### config.mk
export PLATFORM = sky130hd
export DESIGN_NAME = upscale_sample_interpolator
export DESIGN_NICKNAME = d
export VERILOG_FILES = /design/src/design/usi_pkg.sv /design/src/design/upscale_sample_interpolator.sv
export SDC_FILE = /design/constraint.sdc
export NUM_CORES = 2
export LEC_CHECK = 0
export ABC_AREA = 1
export BUFFER_PORTS_ARGS = -buffer_cell sky130_fd_sc_hd__buf_2
export CAP_MARGIN = 20
export CORE_ASPECT_RATIO = 0.9
export CORE_MARGIN = 4
export CORE_UTILIZATION = 45
export DETAILED_ROUTE_END_ITERATION = 7
export HOLD_SLACK_MARGIN = 0.12
export PLACE_DENSITY_LB_ADDON = 0.25
export SYNTH_ARGS = -nofsm -noshare
export SYNTH_HDL_FRONTEND = slang
export SYNTH_SLANG_ARGS = --single-unit
### constraint.sdc
create_clock -name clk_i -period 7.9 [get_ports clk_i]
set_input_delay 0.395 -clock clk_i [delete_from_list [all_inputs] [get_ports clk_i]]
set_output_delay 0.395 -clock clk_i [all_outputs]
set_load 0.005 [all_outputs]
### src/design/usi_pkg.sv
`default_nettype none

package usi_pkg;

  // Pipeline depth: input register through output register
  localparam int NumStages = 8;

  localparam int ScaleW   = 5;
  localparam int SampleW  = 8;
  localparam int PosW     = 16;
  localparam int CfgDataW = 5;

  // Reciprocal scaling for the division by scale and by 2*scale^3
  localparam int LinShift = 20;
  localparam int DenShift = 27;
  localparam int LinOne   = 1 << LinShift;
  localparam int CubOne   = 1 << (DenShift - 1);

  typedef enum logic [0:0] {
    CfgScale = 1'b0,
    CfgMode  = 1'b1
  } cfg_idx_e;

  typedef enum logic {
    ModeLinear = 1'b0,
    ModeCubic  = 1'b1
  } mode_e;

  localparam logic [ScaleW-1:0] ScaleRst = 5'd2;
  localparam mode_e             ModeRst  = ModeCubic;

  // floor(2^20 / s); a scale of zero behaves as one
  localparam logic [20:0] RecipLin [32] = '{
    21'(LinOne),      21'(LinOne),      21'(LinOne / 2),  21'(LinOne / 3),
    21'(LinOne / 4),  21'(LinOne / 5),  21'(LinOne / 6),  21'(LinOne / 7),
    21'(LinOne / 8),  21'(LinOne / 9),  21'(LinOne / 10), 21'(LinOne / 11),
    21'(LinOne / 12), 21'(LinOne / 13), 21'(LinOne / 14), 21'(LinOne / 15),
    21'(LinOne / 16), 21'(LinOne / 17), 21'(LinOne / 18), 21'(LinOne / 19),
    21'(LinOne / 20), 21'(LinOne / 21), 21'(LinOne / 22), 21'(LinOne / 23),
    21'(LinOne / 24), 21'(LinOne / 25), 21'(LinOne / 26), 21'(LinOne / 27),
    21'(LinOne / 28), 21'(LinOne / 29), 21'(LinOne / 30), 21'(LinOne / 31)
  };

  // floor(2^27 / (2*s^3))
  localparam logic [26:0] RecipCub [32] = '{
    27'(CubOne),         27'(CubOne),         27'(CubOne / 8),     27'(CubOne / 27),
    27'(CubOne / 64),    27'(CubOne / 125),   27'(CubOne / 216),   27'(CubOne / 343),
    27'(CubOne / 512),   27'(CubOne / 729),   27'(CubOne / 1000),  27'(CubOne / 1331),
    27'(CubOne / 1728),  27'(CubOne / 2197),  27'(CubOne / 2744),  27'(CubOne / 3375),
    27'(CubOne / 4096),  27'(CubOne / 4913),  27'(CubOne / 5832),  27'(CubOne / 6859),
    27'(CubOne / 8000),  27'(CubOne / 9261),  27'(CubOne / 10648), 27'(CubOne / 12167),
    27'(CubOne / 13824), 27'(CubOne / 15625), 27'(CubOne / 17576), 27'(CubOne / 19683),
    27'(CubOne / 21952), 27'(CubOne / 24389), 27'(CubOne / 27000), 27'(CubOne / 29791)
  };

  typedef logic [9:0]  sq_tab_t  [32];
  typedef logic [15:0] den_tab_t [32];

  function automatic sq_tab_t build_sq();
    sq_tab_t t;
    for (int i = 0; i < 32; i++) begin
      t[i] = (i == 0) ? 10'd1 : 10'(i * i);
    end
    return t;
  endfunction

  function automatic den_tab_t build_den();
    den_tab_t t;
    for (int i = 0; i < 32; i++) begin
      t[i] = (i == 0) ? 16'd2 : 16'(2 * i * i * i);
    end
    return t;
  endfunction

  // s^2 and 2*s^3 per scale
  localparam sq_tab_t  ScaleSq = build_sq();
  localparam den_tab_t CubeDen = build_den();

endpackage

`default_nettype wire

### src/design/upscale_sample_interpolator.sv
// Eight register stages: a result is offered once its input transaction has passed all of them.
// Throughput is one transaction per cycle while the output accepts; the stage valid bits advance on a ready
// chain, so bubbles collapse and a stalled output holds the pipe without loss.
// Reset (async, active low) clears all stage valid bits and sets scale to 2 and
// mode to cubic; the datapath registers are not reset.
`default_nettype none

module upscale_sample_interpolator (
  input  wire logic        clk_i,
  input  wire logic        rst_ni,
  input  wire logic        cfg_valid_i,
  output logic             cfg_ready_o,
  input  wire logic [0:0]  cfg_index_i,
  input  wire logic [4:0]  cfg_data_i,
  input  wire logic        in_valid_i,
  output logic             in_ready_o,
  input  wire logic [15:0] position_i,
  input  wire logic [7:0]  far_left_i,
  input  wire logic [7:0]  left_sample_i,
  input  wire logic [7:0]  right_sample_i,
  input  wire logic [7:0]  far_right_i,
  output logic             out_valid_o,
  input  wire logic        out_ready_i,
  output logic [7:0]       pixel_value_o
);

  localparam int NS = usi_pkg::NumStages;

  // ---------------------------------------------------------------
  // Configuration registers
  // ---------------------------------------------------------------
  logic [4:0]     scale_q;
  usi_pkg::mode_e mode_q;

  assign cfg_ready_o = 1'b1;

  always_ff @(posedge clk_i or negedge rst_ni) begin
    if (!rst_ni) begin
      scale_q <= usi_pkg::ScaleRst;
      mode_q  <= usi_pkg::ModeRst;
    end else if (cfg_valid_i && cfg_ready_o) begin
      unique case (usi_pkg::cfg_idx_e'(cfg_index_i))
        usi_pkg::CfgScale: scale_q <= cfg_data_i;
        usi_pkg::CfgMode:  mode_q  <= usi_pkg::mode_e'(cfg_data_i[0]);
        default:           scale_q <= scale_q;
      endcase
    end
  end

  // Effective scale and its table entries
  logic [4:0]         se;
  logic signed [5:0]  se_s;
  logic [20:0]        rcp_lin;
  logic [26:0]        rcp_cub;
  logic [9:0]         sq;
  logic [15:0]        den;

  assign se      = (scale_q == 5'd0) ? 5'd1 : scale_q;
  assign se_s    = signed'({1'b0, se});
  assign rcp_lin = usi_pkg::RecipLin[se];
  assign rcp_cub = usi_pkg::RecipCub[se];
  assign sq      = usi_pkg::ScaleSq[se];
  assign den     = usi_pkg::CubeDen[se];

  // ---------------------------------------------------------------
  // Pipeline flow control
  // ---------------------------------------------------------------
  logic [NS:1]   vld_q;
  logic [NS:1]   vld_in;
  logic [NS+1:1] rdy;
  logic [NS:1]   en;

  always_comb begin
    rdy[NS+1] = out_ready_i;
    for (int k = NS; k >= 1; k--) begin
      rdy[k] = ~vld_q[k] | rdy[k+1];
    end
  end

  assign vld_in = {vld_q[NS-1:1], in_valid_i};
  assign en     = rdy[NS:1] & vld_in;

  // Advance valid bits wherever the next stage can take them
  always_ff @(posedge clk_i or negedge rst_ni) begin
    if (!rst_ni) begin
      vld_q <= '0;
    end else begin
      for (int k = 1; k <= NS; k++) begin
        if (rdy[k]) begin
          vld_q[k] <= vld_in[k];
        end
      end
    end
  end

  assign in_ready_o  = rdy[1];
  assign out_valid_o = vld_q[NS];

  // ---------------------------------------------------------------
  // Stage 1: capture the input transaction
  // ---------------------------------------------------------------
  logic [15:0] s1_pos_q;
  logic [7:0]  s1_p_q, s1_l_q, s1_r_q, s1_q_q;

  always_ff @(posedge clk_i) begin
    if (en[1]) begin
      s1_pos_q <= position_i;
      s1_p_q   <= far_left_i;
      s1_l_q   <= left_sample_i;
      s1_r_q   <= right_sample_i;
      s1_q_q   <= far_right_i;
    end
  end

  // ---------------------------------------------------------------
  // Stage 2: quotient estimate of position / scale, spline coefficients
  // ---------------------------------------------------------------
  logic [36:0]        mod_prod;
  logic signed [12:0] p_x, l_x, r_x, q_x, a_full, b_full, c_full, lr_x;
  logic [15:0]        s2_pos_d, s2_qe_d;
  logic signed [8:0]  s2_a_d;
  logic signed [11:0] s2_b_d;
  logic signed [10:0] s2_c_d;

  assign mod_prod = 37'(s1_pos_q) * 37'(rcp_lin);
  assign s2_qe_d  = mod_prod[usi_pkg::LinShift +: 16];
  assign s2_pos_d = s1_pos_q;

  assign p_x    = signed'({5'b0, s1_p_q});
  assign l_x    = signed'({5'b0, s1_l_q});
  assign r_x    = signed'({5'b0, s1_r_q});
  assign q_x    = signed'({5'b0, s1_q_q});
  assign lr_x   = l_x - r_x;
  assign a_full = r_x - p_x;
  assign b_full = (p_x <<< 1) - ((l_x <<< 2) + l_x) + (r_x <<< 2) - q_x;
  assign c_full = (lr_x <<< 1) + lr_x + q_x - p_x;
  assign s2_a_d = signed'(a_full[8:0]);
  assign s2_b_d = signed'(b_full[11:0]);
  assign s2_c_d = signed'(c_full[10:0]);

  logic [15:0]        s2_pos_q, s2_qe_q;
  logic [7:0]         s2_l_q, s2_r_q;
  logic signed [8:0]  s2_a_q;
  logic signed [11:0] s2_b_q;
  logic signed [10:0] s2_c_q;

  always_ff @(posedge clk_i) begin
    if (en[2]) begin
      s2_pos_q <= s2_pos_d;
      s2_qe_q  <= s2_qe_d;
      s2_l_q   <= s1_l_q;
      s2_r_q   <= s1_r_q;
      s2_a_q   <= s2_a_d;
      s2_b_q   <= s2_b_d;
      s2_c_q   <= s2_c_d;
    end
  end

  // ---------------------------------------------------------------
  // Stage 3: correct the remainder to get the phase
  // ---------------------------------------------------------------
  logic [20:0] mod_mul;
  logic [15:0] mod_rem;
  logic [5:0]  mod_rem6;
  logic [4:0]  s3_f_d;

  assign mod_mul  = 21'(s2_qe_q) * 21'(se);
  assign mod_rem  = s2_pos_q - mod_mul[15:0];
  assign mod_rem6 = mod_rem[5:0];
  assign s3_f_d   = (mod_rem6 >= {1'b0, se}) ? 5'(mod_rem6 - {1'b0, se}) : mod_rem6[4:0];

  logic [4:0]         s3_f_q;
  logic [7:0]         s3_l_q, s3_r_q;
  logic signed [8:0]  s3_a_q;
  logic signed [11:0] s3_b_q;
  logic signed [10:0] s3_c_q;

  always_ff @(posedge clk_i) begin
    if (en[3]) begin
      s3_f_q <= s3_f_d;
      s3_l_q <= s2_l_q;
      s3_r_q <= s2_r_q;
      s3_a_q <= s2_a_q;
      s3_b_q <= s2_b_q;
      s3_c_q <= s2_c_q;
    end
  end

  // ---------------------------------------------------------------
  // Stage 4: linear numerator, innermost Horner term s*b + f*c
  // ---------------------------------------------------------------
  logic signed [5:0]  f3_s;
  logic [12:0]        s4_num_d;
  logic signed [17:0] s4_u_d;

  assign f3_s     = signed'({1'b0, s3_f_q});
  assign s4_num_d = 13'(se - s3_f_q) * 13'(s3_l_q) + 13'(s3_f_q) * 13'(s3_r_q);
  assign s4_u_d   = 18'(s3_b_q) * 18'(se_s) + 18'(s3_c_q) * 18'(f3_s);

  logic [12:0]        s4_num_q;
  logic signed [17:0] s4_u_q;
  logic [4:0]         s4_f_q;
  logic [7:0]         s4_l_q;
  logic signed [8:0]  s4_a_q;

  always_ff @(posedge clk_i) begin
    if (en[4]) begin
      s4_num_q <= s4_num_d;
      s4_u_q   <= s4_u_d;
      s4_f_q   <= s3_f_q;
      s4_l_q   <= s3_l_q;
      s4_a_q   <= s3_a_q;
    end
  end

  // ---------------------------------------------------------------
  // Stage 5: linear quotient estimate, middle term s^2*a + f*u
  // ---------------------------------------------------------------
  logic [33:0]        lin_prod;
  logic [7:0]         s5_qe_d;
  logic signed [5:0]  f4_s;
  logic signed [10:0] sq_s;
  logic signed [22:0] s5_v_d;

  assign lin_prod = 34'(s4_num_q) * 34'(rcp_lin);
  assign s5_qe_d  = lin_prod[usi_pkg::LinShift +: 8];
  assign f4_s     = signed'({1'b0, s4_f_q});
  assign sq_s     = signed'({1'b0, sq});
  assign s5_v_d   = 23'(sq_s) * 23'(s4_a_q) + 23'(f4_s) * 23'(s4_u_q);

  logic [12:0]        s5_num_q;
  logic [7:0]         s5_qe_q;
  logic signed [22:0] s5_v_q;
  logic [4:0]         s5_f_q;
  logic [7:0]         s5_l_q;

  always_ff @(posedge clk_i) begin
    if (en[5]) begin
      s5_num_q <= s4_num_q;
      s5_qe_q  <= s5_qe_d;
      s5_v_q   <= s5_v_d;
      s5_f_q   <= s4_f_q;
      s5_l_q   <= s4_l_q;
    end
  end

  // ---------------------------------------------------------------
  // Stage 6: finish linear quotient, full cubic numerator
  // ---------------------------------------------------------------
  logic [12:0]        lin_mul, lin_rem;
  logic [7:0]         s6_lin_d;
  logic signed [5:0]  f5_s;
  logic signed [16:0] den_s;
  logic signed [8:0]  l5_s;
  logic signed [27:0] s6_n_d;

  assign lin_mul  = 13'(s5_qe_q) * 13'(se);
  assign lin_rem  = s5_num_q - lin_mul;
  assign s6_lin_d = (lin_rem >= 13'(se)) ? s5_qe_q + 8'd1 : s5_qe_q;

  assign f5_s   = signed'({1'b0, s5_f_q});
  assign den_s  = signed'({1'b0, den});
  assign l5_s   = signed'({1'b0, s5_l_q});
  assign s6_n_d = 28'(den_s) * 28'(l5_s) + 28'(f5_s) * 28'(s5_v_q);

  logic [7:0]         s6_lin_q;
  logic signed [27:0] s6_n_q;

  always_ff @(posedge clk_i) begin
    if (en[6]) begin
      s6_lin_q <= s6_lin_d;
      s6_n_q   <= s6_n_d;
    end
  end

  // ---------------------------------------------------------------
  // Stage 7: clamp detection, cubic quotient estimate
  // ---------------------------------------------------------------
  logic        s7_neg_d, s7_sat_d;
  logic [23:0] s7_nlo_d;
  logic [50:0] cub_prod;
  logic [7:0]  s7_qc_d;

  assign s7_neg_d = s6_n_q[27];
  assign s7_sat_d = ~s6_n_q[27] & (s6_n_q[26:0] >= 27'({den, 8'b0}));
  assign s7_nlo_d = s6_n_q[23:0];
  assign cub_prod = 51'(s7_nlo_d) * 51'(rcp_cub);
  assign s7_qc_d  = cub_prod[usi_pkg::DenShift +: 8];

  logic [7:0]  s7_lin_q, s7_qc_q;
  logic        s7_neg_q, s7_sat_q;
  logic [23:0] s7_nlo_q;

  always_ff @(posedge clk_i) begin
    if (en[7]) begin
      s7_lin_q <= s6_lin_q;
      s7_qc_q  <= s7_qc_d;
      s7_neg_q <= s7_neg_d;
      s7_sat_q <= s7_sat_d;
      s7_nlo_q <= s7_nlo_d;
    end
  end

  // ---------------------------------------------------------------
  // Stage 8: correct cubic quotient, clamp, select mode
  // ---------------------------------------------------------------
  logic [23:0] cub_mul, cub_rem;
  logic [7:0]  cub_q, cub_pix, s8_pix_d;

  assign cub_mul = 24'(s7_qc_q) * 24'(den);
  assign cub_rem = s7_nlo_q - cub_mul;
  assign cub_q   = (cub_rem >= 24'(den)) ? s7_qc_q + 8'd1 : s7_qc_q;

  always_comb begin
    priority if (s7_neg_q) begin
      cub_pix = 8'd0;
    end else if (s7_sat_q) begin
      cub_pix = 8'hFF;
    end else begin
      cub_pix = cub_q;
    end
  end

  assign s8_pix_d = (mode_q == usi_pkg::ModeLinear) ? s7_lin_q : cub_pix;

  logic [7:0] s8_pix_q;

  always_ff @(posedge clk_i) begin
    if (en[8]) begin
      s8_pix_q <= s8_pix_d;
    end
  end

  assign pixel_value_o = s8_pix_q;

endmodule

`default_nettype wire

==> impl_metrics.yaml <==
run_status:
  run_status: "completed"
routing:
  drt-pass1-iter-count: 5
  drc: 0
  m1WireLength_um: 97720
  top_layer: "met5"
  viasPerCell: 5.089
  routed-via-count: 58740
  wl_met2_um: 103300
  dr.first_iter.drc_count: 4641
  wire_per_inst_um: 19.52
  detail_route.wirelength_um: 225300
  wl_met3_um: 15270
  ant_nets: 0
cells_and_area:
  nFillCells: 16030
  areaGrowthSynthToFinish_pct: 11.08
  drive_gt1_share_pct: 8.089
  nNetsFinal: 11470
  design_area_um2: 83930
hold_path:
  min_path_cells: 3
  min_path_type: "input port to flop"
  hold_start: "cfg_data_i[0]"
  whs_endpoint: "scale_q[0]$_DFFE_PN0P_"
sta:
  hold_ws_ps: 195.5
  setup_viol: 0
  period_share_pct: 96.72
  rsz0062_at_grt: "true"
  hold_violations: 0
  tightestPinTransition_ps: 1132
  maxSlewHeadroom_pct: 24.22
  fin_setup_tns_ps: 0
  fmax_ghz: 0.1309
  timing.final.ws_setup_ps: 258.8
  fin_crit_ps: 7641
  slew_viol_final: 0
  finalClockSkew_ps: 60.49
synth:
  synth_flop_cell: "edfxtp_1"
  synth_async_sr_flop_share_pct: 3.774
  syn_avg_cell_area_um2: 8.498
  ys_ff_latch: 371
  syn_nets: 11090
  netlist_area_um2: 75560
  yosysUniqueCellTypes: 64
  yosysSeqAreaShare_pct: 14.65
  syn-instance-count: 8891
  synth_edf_count: 357
  ys.warnings.count: 0
floorplan:
  start_util_pct: 45.34
  die_height_um: 396.7
  ios: 70
  fp.dieW_um: 439.9
  design.core.area_um2: 166700
  placementRows: 142
  die_area_um2: 174500
clocking:
  htree_levels: 2
  cts_tree: "built"
  cts_sinks: 371
  path_clk_slew_ps: 60
  root_buffer: "clkbuf_16"
  cts_made_buffers: 46
  clock_latency_ps: 670
  cts_buffer_depth: 3
worst_setup_path:
  arrival_ps: 8020
  cpMostUsedCell: "fa_1"
  rrSetupSlack_ps: 260
  cp.required_ps: 8280
  cpMaxStageDelayCell: "fa_1"
  regToRegStartpoint: "scale_q[3]$_DFFE_PN0P_"
  r2r_end: "s7_qc_q[0]$_DFFE_PP_"
  crit_path_max_incr_delay_ps: 630
  crit_path_start_kind: "flop"
  path_class: "flop to flop"
  ff2ff_path_depth: 28
  end_kind: "flop"
  critPathMaxFanout: 9
place:
  dp_hpwl_um: 188300
  port_buffers: 68
  post-place-ws_ps: -77.65
  detailed_place.area_um2: 81430
  gp_congestion: 0.9832
run:
  drv_cap: 0
global_routing:
  grt_max_degree: 66
  grt.total_usage_pct: 26.42
  antenna_found_initial: 4
  grt_pass1_wl_um: 357100
  grt_pass1_vias: 62680
  grt_remaining_overflow: 0
[area by class of cell]
type | count | area [um2] | area share, %
multi-input combinational | 5896 | 55080 | 65.63
sequential | 371 | 11080 | 13.20
inverter | 2381 | 8950 | 10.66
timing repair buffer | 576 | 4513 | 5.377
tap | 2232 | 2793 | 3.327
clock buffer | 52 | 1184 | 1.410
clock inverter | 33 | 327.8 | 0.3906
antenna | 1 | 2.502 | 0.002982
[cell families (layout without fill, tap and decap cells)]
group           Yosys count  count (layout)  share of synthesized area [%]
buf+inv                2624            3042                          13.11
simple gates           2982            2982                          15.61
fa+ha+maj              2135            2135                          49.71
flops                   371             371                          14.65
compound gates          527             527                          3.997
other cells               1               2                       0.004963
xor+xnor                251             251                          2.919
[sequential cells by signal (all words and copies together) (netlist names), 9 cells and up]
name	count
s1_pos_q	16
s2_a_q	9
s2_b_q	12
s2_c_q	11
s3_a_q	9
s3_b_q	12
s3_c_q	11
s4_a_q	9
s4_num_q	13
s4_u_q	18
s5_num_q	13
s5_v_q	23
s6_n_q	28
s7_nlo_q	24
[metrics by stage]
step | util, % | std cells
CTS | 50.11 | 11540
detailed placement | 48.86 | 11400
global placement | 48.86 | 11400
floorplan | - | 8891
finish | 50.36 | 11540
global route | 50.36 | 11540
[how the worst max path moves through the flow]
stage / from / end / slack, ps / depth (start not counted)
final: scale_q[3]$_DFFE_PN0P_ / s7_qc_q[0]$_DFFE_PP_ / 260 / 28
after detailed placement: scale_q[1]$_DFFE_PN1P_ / s7_qc_q[5]$_DFFE_PP_ / -80 / 33
after global placement: scale_q[1]$_DFFE_PN1P_ / s7_qc_q[5]$_DFFE_PP_ / -70 / 33
after global routing: scale_q[2]$_DFFE_PN0P_ / s6_n_q[26]$_DFFE_PP_ / -40 / 37
after floorplan: scale_q[1]$_DFFE_PN1P_ / s6_n_q[26]$_DFFE_PP_ / 3 / 39
after CTS: scale_q[1]$_DFFE_PN1P_ / s7_qc_q[5]$_DFFE_PP_ / 60 / 33
[placed cells by master (no fill, tap or decap), types with 25 or more instances in the layout]
cell,synthesis,final
nand3_1,139,137
dlygate4sd3_1,0,57
xnor2_1,92,91
xor2_1,158,157
buf_4,3,433
clkinv_1,21,28
buf_2,15,68
clkbuf_16,0,46
nand2_1,1917,1907
o21ai_0,124,106
inv_2,21,26
fa_1,1445,1443
o21ai_1,14,25
nand4_1,51,51
nor3_1,32,29
inv_1,2339,2329
a21oi_1,240,221
edfxtp_1,357,357
nor2_1,775,764
ha_1,690,676
[per-layer routing]
layer	global-route usage, %	vias up
met2	43.07	2003
met4	8.773	2
li1	-	26960
met5	0	-
met3	3.379	379
met1	36.63	29390
[critical path: cells and delay by family (launching register included)]
kind | cells | cell delay (ps)
AND/OR/NAND/NOR | 8 | 1020
AO/OA/AOI/OAI | 5 | 1110
buffers and inverters | 6 | 730
adder cells (fa/ha/maj) | 9 | 4070
flip-flops | 1 | 440
[synth_stat cells (6+ instances only)]
cell type | n | area (um2)
a211oi_1 | 16 | 120.1
a21boi_0 | 7 | 52.55
a21o_1 | 14 | 105.1
a21oi_1 | 240 | 1201
a31oi_1 | 22 | 137.6
buf_1 | 24 | 90.09
buf_2 | 15 | 75.07
clkbuf_1 | 197 | 739.5
clkinv_1 | 21 | 78.83
dfrtp_1 | 12 | 300.3
edfxtp_1 | 357 | 10720
fa_1 | 1445 | 28930
ha_1 | 690 | 8633
inv_1 | 2339 | 8780
inv_2 | 21 | 78.83
nand2_1 | 1917 | 7196
nand2_2 | 8 | 50.05
nand3_1 | 139 | 695.7
nand3b_1 | 6 | 45.04
nand4_1 | 51 | 319.1
nor2_1 | 775 | 2909
nor3_1 | 32 | 160.2
nor4_1 | 12 | 75.07
o211ai_1 | 22 | 165.2
o21a_1 | 12 | 90.09
o21ai_0 | 124 | 620.6
o21ai_1 | 14 | 70.07
o21bai_1 | 21 | 157.7
or2_2 | 7 | 43.79
xnor2_1 | 92 | 805.8
xor2_1 | 158 | 1384
[timing repair]
| item | 4_1_cts | 5_1_grt |
|---|---|---|
| hold buffers | 57 | 0 |
| resized for setup | 2 | 101 |
| cloned | 0 | 0 |
| buffers inserted | 0 | 3 |
| pin swaps | 0 | 9 |
| endpoints found under the hold margin | 69 | 0 |
| setup endpoints to repair | 4 | 35 |
Power is not shown: default switching activity piles up to over one toggle a cycle in this logic, so the estimate is an artifact.
